## src/rtl/rtty_pkg.sv

```systemverilog
`default_nettype none

package rtty_pkg;

  // default sizes
  localparam int MAX_BIT_SAMPLES_DEF = 64;
  localparam int TIME_FRAC_BITS_DEF  = 8;

  // register and field widths
  localparam int CFG_W   = 15;
  localparam int QUAL_W  = 16;
  localparam int CODE_W  = 5;
  localparam int ASCII_W = 7;
  localparam logic [CFG_W-1:0] BIT_LENGTH_RST = 15'd2816;

  // ita2 control codes
  localparam logic [CODE_W-1:0] CODE_FIGS  = 5'h1B;
  localparam logic [CODE_W-1:0] CODE_LTRS  = 5'h1F;
  localparam logic [CODE_W-1:0] CODE_SPACE = 5'h04;

  // quality filter constants, q0.16
  localparam logic [QUAL_W-1:0] Q_GAIN = 16'd9830;
  localparam logic [QUAL_W-1:0] Q_LEAD = 16'd13107;
  localparam logic [QUAL_W-1:0] Q_HALF = 16'd32768;
  localparam logic [QUAL_W-1:0] Q_ONE  = 16'd65535;

  localparam logic [ASCII_W-1:0] ASCII_NONE  = 7'h00;
  localparam logic [ASCII_W-1:0] ASCII_SPACE = 7'h20;

  typedef enum logic [1:0] {
    PH_HUNT  = 2'd0,
    PH_START = 2'd1,
    PH_DATA  = 2'd2
  } phase_t;

  // per-framer status for one step
  typedef struct packed {
    logic                framed;
    logic [CODE_W-1:0]   code;
    logic [QUAL_W-1:0]   quality;
  } framer_stat_t;

  function automatic logic [ASCII_W-1:0] ltrs_char(input logic [CODE_W-1:0] c);
    logic [ASCII_W-1:0] r;
    case (c)
      5'h01: r = 7'h45;  5'h02: r = 7'h20;  5'h03: r = 7'h41;
      5'h04: r = 7'h20;  5'h05: r = 7'h53;  5'h06: r = 7'h49;  5'h07: r = 7'h55;
      5'h08: r = 7'h20;  5'h09: r = 7'h44;  5'h0A: r = 7'h52;  5'h0B: r = 7'h4A;
      5'h0C: r = 7'h4E;  5'h0D: r = 7'h46;  5'h0E: r = 7'h43;  5'h0F: r = 7'h4B;
      5'h10: r = 7'h54;  5'h11: r = 7'h5A;  5'h12: r = 7'h4C;  5'h13: r = 7'h57;
      5'h14: r = 7'h48;  5'h15: r = 7'h59;  5'h16: r = 7'h50;  5'h17: r = 7'h51;
      5'h18: r = 7'h4F;  5'h19: r = 7'h42;  5'h1A: r = 7'h47;
      5'h1C: r = 7'h4D;  5'h1D: r = 7'h58;  5'h1E: r = 7'h56;
      default: r = ASCII_NONE;
    endcase
    return r;
  endfunction

  function automatic logic [ASCII_W-1:0] figs_char(input logic [CODE_W-1:0] c);
    logic [ASCII_W-1:0] r;
    case (c)
      5'h01: r = 7'h33;  5'h02: r = 7'h20;  5'h03: r = 7'h2D;
      5'h04: r = 7'h20;  5'h06: r = 7'h38;  5'h07: r = 7'h37;
      5'h08: r = 7'h20;  5'h09: r = 7'h24;  5'h0A: r = 7'h34;  5'h0B: r = 7'h27;
      5'h0C: r = 7'h2C;  5'h0D: r = 7'h21;  5'h0E: r = 7'h3A;  5'h0F: r = 7'h28;
      5'h10: r = 7'h35;  5'h11: r = 7'h22;  5'h12: r = 7'h29;  5'h13: r = 7'h32;
      5'h14: r = 7'h23;  5'h15: r = 7'h36;  5'h16: r = 7'h30;  5'h17: r = 7'h31;
      5'h18: r = 7'h39;  5'h19: r = 7'h3F;  5'h1A: r = 7'h26;
      5'h1C: r = 7'h2E;  5'h1D: r = 7'h2F;  5'h1E: r = 7'h3B;
      default: r = ASCII_NONE;
    endcase
    return r;
  endfunction

endpackage

`default_nettype wire

```

## src/rtl/rtty_framer.sv

```systemverilog
`default_nettype none

module rtty_framer import rtty_pkg::*; #(
  parameter int MAX_BIT_SAMPLES = MAX_BIT_SAMPLES_DEF,
  parameter int TIME_FRAC_BITS  = TIME_FRAC_BITS_DEF,
  parameter int LEN_W           = $clog2(MAX_BIT_SAMPLES) + TIME_FRAC_BITS + 1
) (
  input  wire logic             clk,
  input  wire logic             rst,
  input  wire logic             en,
  input  wire logic             mark,
  input  wire logic [LEN_W-1:0] len,
  output framer_stat_t          stat
);

  localparam int TIME_CAP_I = 7 * (MAX_BIT_SAMPLES << TIME_FRAC_BITS);
  localparam int TIME_W     = $clog2(TIME_CAP_I + 1);
  localparam int CMP_W      = LEN_W + 5;
  localparam logic [TIME_W-1:0] TIME_CAP   = TIME_W'(TIME_CAP_I);
  localparam logic [TIME_W-1:0] SAMPLE_ONE = TIME_W'(1 << TIME_FRAC_BITS);

  phase_t               phase, phase_next;
  logic [TIME_W-1:0]    tcount, tcount_next;
  logic [2:0]           idx, idx_next;
  logic [CODE_W-1:0]    code, code_next;
  logic [QUAL_W-1:0]    quality, quality_next;
  logic                 last_level;
  logic                 framed;

  // time after this sample, saturating
  logic [TIME_W-1:0]    t_tick;
  logic [CMP_W-1:0]     twice;
  logic [CMP_W-1:0]     len_ext;
  logic [CMP_W-1:0]     bit_point;
  logic [4:0]           factor;
  logic [30:0]          up_prod;
  logic [30:0]          dn_prod;

  assign t_tick    = (tcount < TIME_CAP) ? tcount + SAMPLE_ONE : tcount;
  assign twice     = CMP_W'({t_tick, 1'b0});
  assign len_ext   = CMP_W'(len);
  assign factor    = 5'd3 + {1'b0, idx, 1'b0};
  assign bit_point = CMP_W'(len_ext * CMP_W'(factor));

  // quality filter steps toward one or zero
  assign up_prod = 31'(Q_GAIN) * 31'(Q_ONE - quality) + 31'(Q_HALF);
  assign dn_prod = 31'(Q_GAIN) * 31'(quality) + 31'(Q_HALF);

  // frame sequencing
  always_comb begin
    phase_next   = phase;
    tcount_next  = tcount;
    idx_next     = idx;
    code_next    = code;
    quality_next = quality;
    framed       = 1'b0;
    case (phase)
      PH_START: begin
        tcount_next = t_tick;
        if (twice >= len_ext) begin
          if (!mark) begin
            phase_next = PH_DATA;
            idx_next   = 3'd0;
            code_next  = '0;
          end else begin
            phase_next = PH_HUNT;
          end
        end
      end
      PH_DATA: begin
        tcount_next = t_tick;
        if (twice >= bit_point) begin
          if (idx < 3'd5) begin
            if (mark) begin
              code_next = code | (CODE_W'(1) << idx);
            end
            idx_next = idx + 3'd1;
          end else begin
            if (mark) begin
              quality_next = quality + QUAL_W'(up_prod[30:16]);
              framed       = 1'b1;
            end else begin
              quality_next = quality - QUAL_W'(dn_prod[30:16]);
            end
            phase_next = PH_HUNT;
          end
        end
      end
      default: begin
        phase_next = PH_HUNT;
        if (last_level && !mark) begin
          phase_next  = PH_START;
          tcount_next = '0;
        end
      end
    endcase
  end

  // framer state
  always_ff @(posedge clk) begin
    if (rst) begin
      phase      <= PH_HUNT;
      tcount     <= '0;
      idx        <= 3'd0;
      code       <= '0;
      quality    <= '0;
      last_level <= 1'b1;
    end else if (en) begin
      phase      <= phase_next;
      tcount     <= tcount_next;
      idx        <= idx_next;
      code       <= code_next;
      quality    <= quality_next;
      last_level <= mark;
    end
  end

  assign stat.framed  = framed;
  assign stat.code    = code;
  assign stat.quality = quality_next;

endmodule

`default_nettype wire

```

## src/rtl/rtty_decode.sv

```systemverilog
`default_nettype none

module rtty_decode import rtty_pkg::*; (
  input  wire logic                clk,
  input  wire logic                rst,
  input  wire logic                en,
  input  wire logic                gate,
  input  wire framer_stat_t        stat0,
  input  wire framer_stat_t        stat1,
  output logic                     ch_valid,
  output logic [ASCII_W-1:0]       ch_ascii,
  output logic                     polarity,
  output logic [QUAL_W-1:0]        quality
);

  logic               elected, elected_next;
  logic               figs, figs_next;
  logic               last_space, last_space_next;
  framer_stat_t       st_el;
  logic [ASCII_W-1:0] c;
  logic [QUAL_W-1:0]  q_el, q_ot;

  assign st_el = elected ? stat1 : stat0;
  assign q_el  = elected ? stat1.quality : stat0.quality;
  assign q_ot  = elected ? stat0.quality : stat1.quality;

  // letters/figures decode, space collapse, then polarity election
  always_comb begin
    elected_next    = elected;
    figs_next       = figs;
    last_space_next = last_space;
    ch_valid        = 1'b0;
    ch_ascii        = ASCII_NONE;
    c               = ASCII_NONE;
    if (st_el.framed && gate) begin
      if (st_el.code == CODE_LTRS) begin
        figs_next = 1'b0;
      end else if (st_el.code == CODE_FIGS) begin
        figs_next = 1'b1;
      end else begin
        c = figs ? figs_char(st_el.code) : ltrs_char(st_el.code);
        if (st_el.code == CODE_SPACE) begin
          figs_next = 1'b0;
        end
      end
      if (c != ASCII_NONE) begin
        if (c == ASCII_SPACE) begin
          if (!last_space) begin
            last_space_next = 1'b1;
            ch_valid        = 1'b1;
            ch_ascii        = c;
          end
        end else begin
          last_space_next = 1'b0;
          ch_valid        = 1'b1;
          ch_ascii        = c;
        end
      end
    end
    if (({1'b0, q_ot} > ({1'b0, q_el} + {1'b0, Q_LEAD})) && (q_ot > Q_HALF)) begin
      elected_next = ~elected;
      figs_next    = 1'b0;
    end
  end

  assign polarity = elected_next;
  assign quality  = elected_next ? stat1.quality : stat0.quality;

  // shared decoder state
  always_ff @(posedge clk) begin
    if (rst) begin
      elected    <= 1'b0;
      figs       <= 1'b0;
      last_space <= 1'b0;
    end else if (en) begin
      elected    <= elected_next;
      figs       <= figs_next;
      last_space <= last_space_next;
    end
  end

endmodule

`default_nettype wire

```

## src/rtl/rtty_uart_ita2_decoder.sv

```systemverilog
// RTTY ITA2 receiver with automatic polarity.
// Input channel (in_valid/in_ready) carries one sliced sample per beat:
// mark_sample and char_gate. Output channel (out_valid/out_ready) carries
// exactly one result beat per input beat: char_valid/char_ascii, the
// elected polarity and that framer's frame quality.
// A beat accepted into the sample register is stepped into the result register
// once the result register is free, and its result is then offered.
// Throughput: one beat per cycle unless the receiver stalls, set by the single
// pass through the two framers and the decoder between sample and result register.
// cfg_we/cfg_data write bit_length (samples per bit, unsigned Q7.8) in the same
// cycle; write it only while the block is idle.
// Reset: both framers hunt for a start edge, quality is zero, normal
// polarity, letters shift, bit length 2816.
// When the receiver stalls the result register holds; one more sample is
// held in the input register, then in_ready drops until out_ready returns.
`default_nettype none

module rtty_uart_ita2_decoder import rtty_pkg::*; #(
  parameter int MAX_BIT_SAMPLES = MAX_BIT_SAMPLES_DEF,
  parameter int TIME_FRAC_BITS  = TIME_FRAC_BITS_DEF
) (
  input  wire logic               clk,
  input  wire logic               rst,
  input  wire logic               cfg_we,
  input  wire logic [CFG_W-1:0]   cfg_data,
  input  wire logic               in_valid,
  output logic                    in_ready,
  input  wire logic               mark_sample,
  input  wire logic               char_gate,
  output logic                    out_valid,
  input  wire logic               out_ready,
  output logic                    char_valid,
  output logic [ASCII_W-1:0]      char_ascii,
  output logic                    reversed_polarity,
  output logic [QUAL_W-1:0]       frame_quality
);

  localparam int LEN_W    = $clog2(MAX_BIT_SAMPLES) + TIME_FRAC_BITS + 1;
  localparam int BL_MIN_I = 2 << TIME_FRAC_BITS;
  localparam int BL_MAX_I = MAX_BIT_SAMPLES << TIME_FRAC_BITS;

  logic [CFG_W-1:0]   bit_length;
  logic [31:0]        bl_ext;
  logic [LEN_W-1:0]   len;
  logic               s1_valid;
  logic               s1_mark;
  logic               s1_gate;
  logic               out_free;
  logic               advance;
  framer_stat_t       stat0, stat1;
  logic               d_valid;
  logic [ASCII_W-1:0] d_ascii;
  logic               d_pol;
  logic [QUAL_W-1:0]  d_qual;

  // bit length register
  always_ff @(posedge clk) begin
    if (rst) begin
      bit_length <= BIT_LENGTH_RST;
    end else if (cfg_we) begin
      bit_length <= cfg_data;
    end
  end

  // clamp bit length to the supported range
  assign bl_ext = 32'(bit_length);
  always_comb begin
    if (bl_ext < 32'(BL_MIN_I)) begin
      len = LEN_W'(BL_MIN_I);
    end else if (bl_ext > 32'(BL_MAX_I)) begin
      len = LEN_W'(BL_MAX_I);
    end else begin
      len = LEN_W'(bl_ext);
    end
  end

  // pipeline handshake
  assign out_free = !out_valid || out_ready;
  assign advance  = s1_valid && out_free;
  assign in_ready = !s1_valid || out_free;

  // sample register
  always_ff @(posedge clk) begin
    if (rst) begin
      s1_valid <= 1'b0;
    end else if (in_ready) begin
      s1_valid <= in_valid;
    end
  end

  always_ff @(posedge clk) begin
    if (in_ready && in_valid) begin
      s1_mark <= mark_sample;
      s1_gate <= char_gate;
    end
  end

  // framers on the sample and on its inverse
  rtty_framer #(
    .MAX_BIT_SAMPLES (MAX_BIT_SAMPLES),
    .TIME_FRAC_BITS  (TIME_FRAC_BITS),
    .LEN_W           (LEN_W)
  ) u_framer0 (
    .clk  (clk),
    .rst  (rst),
    .en   (advance),
    .mark (s1_mark),
    .len  (len),
    .stat (stat0)
  );

  rtty_framer #(
    .MAX_BIT_SAMPLES (MAX_BIT_SAMPLES),
    .TIME_FRAC_BITS  (TIME_FRAC_BITS),
    .LEN_W           (LEN_W)
  ) u_framer1 (
    .clk  (clk),
    .rst  (rst),
    .en   (advance),
    .mark (~s1_mark),
    .len  (len),
    .stat (stat1)
  );

  // character decode and polarity election
  rtty_decode u_decode (
    .clk      (clk),
    .rst      (rst),
    .en       (advance),
    .gate     (s1_gate),
    .stat0    (stat0),
    .stat1    (stat1),
    .ch_valid (d_valid),
    .ch_ascii (d_ascii),
    .polarity (d_pol),
    .quality  (d_qual)
  );

  // result register
  always_ff @(posedge clk) begin
    if (rst) begin
      out_valid <= 1'b0;
    end else if (out_free) begin
      out_valid <= s1_valid;
    end
  end

  always_ff @(posedge clk) begin
    if (advance) begin
      char_valid        <= d_valid;
      char_ascii        <= d_ascii;
      reversed_polarity <= d_pol;
      frame_quality     <= d_qual;
    end
  end

endmodule

`default_nettype wire
```

## config.mk

```make
export PLATFORM = sky130hd
export DESIGN_NAME = rtty_uart_ita2_decoder
export DESIGN_NICKNAME = d
export VERILOG_FILES = /design/src/rtl/rtty_pkg.sv /design/src/rtl/rtty_framer.sv /design/src/rtl/rtty_decode.sv /design/src/rtl/rtty_uart_ita2_decoder.sv
export SDC_FILE = /design/constraint.sdc
export NUM_CORES = 2
export LEC_CHECK = 0
export ABC_AREA = 1
export BUFFER_PORTS_ARGS = -buffer_cell sky130_fd_sc_hd__buf_2
export CORE_ASPECT_RATIO = 0.6
export CORE_UTILIZATION = 60
export CTS_CLUSTER_DIAMETER = 200
export DETAILED_ROUTE_END_ITERATION = 16
export PLACE_DENSITY = 0.77
export REMOVE_ABC_BUFFERS = 1
export SYNTH_ARGS = -nofsm -noshare
export SYNTH_HDL_FRONTEND = slang
export SYNTH_SLANG_ARGS = --single-unit
```

## constraint.sdc

```tcl
create_clock -name clk -period 11.3 [get_ports clk]
set_input_delay 0.565 -clock clk [delete_from_list [all_inputs] [get_ports clk]]
set_output_delay 0.565 -clock clk [all_outputs]
set_load 0.005 [all_outputs]
```

== Yosys cells after proc, flatten, opt, wreduce, memory -nomap -nowiden ==
Memory sizes are Yosys's and may differ from the RTL's.
Index checks and enable logic that the tools add are counted.
Cells by class
  reduce and logical (&&, ||, !) cells: 31
  $lt $le $gt $ge: 12
  equality and inequality tests: 20
  shift-type cells: 2
  bitwise operators: 4
  add/subtract/negate cells: 17
  multiplexer cells: 77
  $mul: 6
Operators with widths (number)
  16-bit 2-to-1 mux: 11
  17-bit 2-to-1 mux: 6
  30-bit by 16-bit adder with 31-bit output, second input constant: 2
  31-bit by 16-bit adder with 31-bit output, second input constant: 2
  13-bit by 31-bit multiplier with 30-bit output, first input constant: 2
  13-bit by 16-bit multiplier with 29-bit output, first input constant: 2
  5-bit 2-to-1 mux: 10
  7-bit 2-to-1 mux: 6
  18-bit by 20-bit >= comparator with 1-bit output: 2
  15-bit by 5-bit multiplier with 20-bit output: 2
  18-bit by 15-bit >= comparator with 1-bit output: 2
  17-bit by 9-bit adder with 17-bit output, second input constant: 2
  17-bit < comparator, second input constant: 2
  16-bit by 16-bit subtractor with 17-bit output, first input constant: 2
  16-bit by 15-bit adder with 16-bit output: 2
  16-bit by 15-bit subtractor with 16-bit output: 2
  15-bit 2-to-1 mux: 2
  3-bit 2-to-1 mux: 8
  22-bit 2-to-1 mux: 1
  5-bit case mux with 2 select lines: 2
  1-bit 2-to-1 mux: 19
  16-bit by 14-bit adder with 17-bit output, second input constant: 1
  16-bit by 17-bit > comparator with 1-bit output: 1
  16-bit > comparator, second input constant: 1
  30 further kinds: 77
Word-level totals
  memories: 2
  ROM bits: 416
  output and inout port bits: 27
  logic and storage cells: 195
  bits in registers: 135
Memories
  (no name shown): depth 32, width 7, rd ports 1, clocked after memory_dff 0, write ports 0, line rtty_pkg.sv:45  | case (c)
  (no name shown): depth 32, width 6, rd ports 1, clocked after memory_dff 0, write ports 0, line rtty_pkg.sv:61  | case (c)

== Longest topological paths before layout ==
An unclocked memory read counts as a cell.
  depth after elaboration: 16
  gate-level depth with buffers: 68
  gate-level depth less buffers: 67

== By module ==
From an unflattened synthesis, not the netlist that was laid out.
Second synthesis, totals
  cells, all modules: 4483
  area, all modules: 31532.7 um^2
By module, submodules not included
  rtty_framer at u_framer1: area each 13566.8 um^2, seq. area each 720.7 um^2, cells each 1917, times used 1
  rtty_framer at u_framer0: area each 13519.2 um^2, seq. area each 720.7 um^2, cells each 1890, times used 1
  rtty_decode: area each 2776.4 um^2, seq. area each 60.1 um^2, cells each 524, times used 1
  rtty_uart_ita2_decoder: area each 1670.4 um^2, seq. area each 1151.1 um^2, cells each 152, times used 1

== Least setup slack after synthesis ==
OpenSTA, ideal clock, no wires.
  kind: register to register
  from: register u_framer0.quality[9]
  to: register frame_quality[12] (data pin)
  stages on the path, launching flop included: 61
  library setup time: 0.252 ns
  slack: 2.043 ns
  arrival time: 9.004 ns
  buffers on the path: 1
  period minus slack after synthesis: 9.257 ns
  path through: dfxtp_1 -> inv_1 -> ha_1 -> fa_1 -> fa_1 -> fa_1 -> inv_1 -> fa_1 -> inv_1 -> ha_1 -> nand2_1 -> inv_2 -> nand2_2 -> inv_1 -> a21oi_1 -> nand2_1 -> nand2_1 -> nand2_1 -> (+25 left out) -> inv_1 -> nor2_1 -> inv_1 -> o221ai_1 -> xor2_1 -> ha_1 -> nand4_1 -> o211ai_1 -> nand2_1 -> nand2_1 -> a21oi_1 -> a31oi_1 -> nand2_1 -> nor2_8 -> nand3_4 -> clkbuf_8 -> nand3_1 -> nand2_1
On the way
  longest elaborated chain between the ends: 14
  elaborated cells on any way between the ends: 19
RTL lines
  from (decl): line rtty_framer.sv:26  | logic [QUAL_W-1:0] quality, quality_next;
  from (signal assigned): line rtty_framer.sv:113  | quality <= quality_next;
  16-bit by 16-bit subtractor with 17-bit output: line rtty_framer.sv:46  | assign up_prod = 31'(Q_GAIN) * 31'(Q_ONE - quality) + 31'(Q_HALF);
  13-bit by 31-bit multiplier with 30-bit output: line rtty_framer.sv:46
  31-bit by 16-bit adder with 31-bit output: line rtty_framer.sv:46
  16-bit by 15-bit adder with 16-bit output: line rtty_framer.sv:80  | quality_next = quality + QUAL_W'(up_prod[30:16]);
  16-bit 2-to-1 mux: line rtty_framer.sv:79  | if (mark) begin
  16-bit 2-to-1 mux: line rtty_framer.sv:73  | if (idx < 3'd5) begin
  16-bit 2-to-1 mux: line rtty_framer.sv:72  | if (twice >= bit_point) begin
  16-bit 2-to-1 mux *: line rtty_framer.sv:57  | case (phase)
  16-bit 2-to-1 mux: line rtty_decode.sv:24  | assign q_el = elected ? stat1.quality : stat0.quality;
  16-bit by 14-bit adder with 17-bit output: line rtty_decode.sv:60  | if (({1'b0, q_ot} > ({1'b0, q_el} + {1'b0, Q_LEAD})) && (q_ot > Q_HALF)) begin
  16-bit by 17-bit > comparator with 1-bit output: line rtty_decode.sv:60
  1-bit logical AND: line rtty_decode.sv:60
  1-bit 2-to-1 mux: line rtty_decode.sv:60
  16-bit 2-to-1 mux *: line rtty_decode.sv:67  | assign quality = elected_next ? stat1.quality : stat0.quality;
  named net d_qual[12]: line rtty_uart_ita2_decoder.sv:54  | logic [QUAL_W-1:0] d_qual;
  to (signal assigned): line rtty_uart_ita2_decoder.sv:153  | frame_quality <= d_qual;
  to (decl): line rtty_uart_ita2_decoder.sv:35  | output logic [QUAL_W-1:0] frame_quality
Mark *: on every way through the listed nets, which the timed path passes. The rest lies on a longest branch.
A chain may end at the register's enable or synchronous reset.

== Worst setup path after layout ==
  from: register u_framer0.quality[8]
  to: register frame_quality[6] (data pin)
Same word-level chain as after synthesis.

==> metrics.yaml <==
wl_um: 101000
die_h_um: 180
final_cell_area_sq_mm: 0.0339
nFillCells: 4574
drtPass1Iterations: 7
vias_per_cell: 5.69
ys_seq_area_frac: 0.0834
synth_enable_flop_cells: 27
cp_common_cell: "nand2_1"
yosys.area.top_type_share: 0.200
hpwl_um: 86800
die_w_um: 299
worst_pin_slew_ns: 1.08
synth_area_sq_mm: 0.0318
core-area_sq_mm: 0.0516
max-clock-path-buffers: 2
ys_types: 71
htree_num_levels: 4
clock-root-buffer: "clkbuf_16"
cts_sinks: 119
startpoint: "u_framer0.quality[8]$_SDFFE_PP0P_"
synth_common_cells: "inv_1 (1035), nand2_1 (969), ha_1 (508)"
grt_start_max_net_pins: 62
min_to: "s1_gate$_DFFE_PP_"
yosysMostFrequentCell: "inv_1"
status: "finished, final reports clean"
fin_crit_sh: 0.958
ant_nets: 0
synth_top_flop_cell: "dfxtp_1"
grtUsageTotal: 0.379
start_util: 0.616
hold_viol: 0
clk_pin_slew_worst_paths_ns: 0.06
max_stage_delay_ns: 0.53
synth.avg_cell_area_sq_um: 7.00
die_area_sq_mm: 0.0540
postPlaceCellArea_sq_mm: 0.0331
remaining_drc_errors: 0
drv_cap: 0
cts_tree: "yes"
final_net_count: 5462
wl_per_cell_um: 19.0
path_class: "reg -> reg"
r2r-end: "frame_quality[6]$_DFFE_PP_"
cp.required_ns: 11.51
report.final.slew_viol_count: 0
vias: 30316
fmax_mhz: 92.4
synth.area.top_cells: "ha_1 (20%), fa_1 (20%), inv_1 (12%)"
min_period_ns: 10.82
fin_skew_ns: 0.0259
crit_path_end_kind: "flip-flop"
ios: 49
io_buffer_count: 48
rrSetupSlack_ns: 0.48
cp.arrival_ns: 11.03
overflow: 0
slowest_stage: "fa_1"
insertion_delay_ns: 0.46
start_kind: "flip-flop"
cts_buffers: 17
rows: 64
cp_max_fo: 8
hp-class: "in -> reg"
synthCells: 4545
r2r_cells: 57
place_congestion: 1.11
async_reset_ff_frac: 0
grt_pass1_wl_um: 159000
drive_above_1_share: 0.0779
n_antenna_cell: 0
drt_iter0_drc: 3923
setup_viol: 0
holdPathStages: 1
grt_antenna_before_repair: 0
yosys_warnings: 0
r2r-start: "u_framer0.quality[8]$_SDFFE_PP0P_"
grt_pass1_vias: 27763
synth.ff_latch_count: 119
max-slew-margin-rel: 0.279
syn2layout_area_growth_pct: 6.60
hp-start: "char_gate"
synth.largest_area_cell: "ha_1"
-- cell type report --
cell class	count	area, sq um	area share
clock buffers	18	429	0.0127
clock inverters	14	151	0.00446
inverters	1060	3990	0.118
multi-input cells	3306	25000	0.738
flip-flops and latches	119	2670	0.0788
well taps	693	867	0.0256
repair buffers	118	766	0.0226
-- routing by layer --
layer  up-vias  share of wire  track usage
met5         -              0            0
met4         0         0.0075       0.0390
met3        66           0.16        0.140
met2      1818           0.33        0.445
met1     13994           0.50        0.636
li1      14438              -            -
-- cells in the final DEF (no fill, tap or decap), drive strengths merged, types with 18 or more instances in the layout --
master     n
nor3      40
ha       508
buf      118
nand4     69
inv     1053
nor2     308
nand2   1026
dfxtp     92
clkbuf    18
nand3    274
edfxtp    27
a21oi    273
fa       310
xnor2     44
a31oi     23
xor2      85
o21ai    195
-- state kept, by name (all words and copies together) (netlist names), 2 cells and up --
name and flops:
frame_quality 16, u_framer0.quality 16, u_framer1.quality 16, bit_length 15
u_framer0.tcount 9, u_framer1.tcount 9, char_ascii 7, u_framer0.code 5
u_framer1.code 5, u_framer0.idx 3, u_framer1.idx 3, u_framer0.phase 2
u_framer1.phase 2
-- cells by family after synthesis --
kind of cell,share of synthesized area
AOI/OAI and AO/OA,0.104
adders and majority gates,0.395
and+or+nand+nor,0.247
DFF,0.0834
xor gates and xnor gates,0.0355
muxes,0.000354
buffers and inverters,0.135
-- worst max-delay path by stage --
stage                     cells after the start  slack (ns)                          end
after floorplan                              49        1.93  frame_quality[10]$_DFFE_PP_
after global placement                       56        0.20  frame_quality[14]$_DFFE_PP_
after detailed placement                     59        0.19   frame_quality[8]$_DFFE_PP_
after CTS                                    59        0.16   frame_quality[8]$_DFFE_PP_
after global routing                         59       -0.01   frame_quality[6]$_DFFE_PP_
final                                        57        0.48   frame_quality[6]$_DFFE_PP_
-- what timing repair did --
action	in CTS	in global routing
setup endpoints to repair	0	19
hold buffers	0	0
setup buffers	0	8
gates resized for setup	0	60
-- worst max-delay path: cells and delay by family, from the launching register on --
family	cells	cell delay [ns]
buffers and inverters	7	0.74
AND/OR/NAND/NOR	23	2.77
AO/OA/AOI/OAI	13	2.22
XOR/XNOR	4	0.80
flip-flops	1	0.45
adder cells (fa/ha/maj)	10	3.59
-- stage by stage --
step | cells | TNS (ns) | hold WS [ns] | worst slack [ns] | utilization
2_1_floorplan | 4483 | 0 | 0.425 | 1.93 | -
4_1_cts | 5318 | 0 | 0.283 | 0.157 | 0.652
3_3_place_gp | 5286 | 0 | 0.440 | 0.196 | 0.640
3_5_place_dp | 5286 | 0 | 0.443 | 0.192 | 0.640
6_report | 5328 | 0 | 0.296 | 0.480 | 0.657
5_1_grt | 5328 | -0.0115 | 0.297 | -0.00993 | 0.657
Power is not shown: default switching activity piles up to over one toggle a cycle in this logic, so the estimate is an artifact.
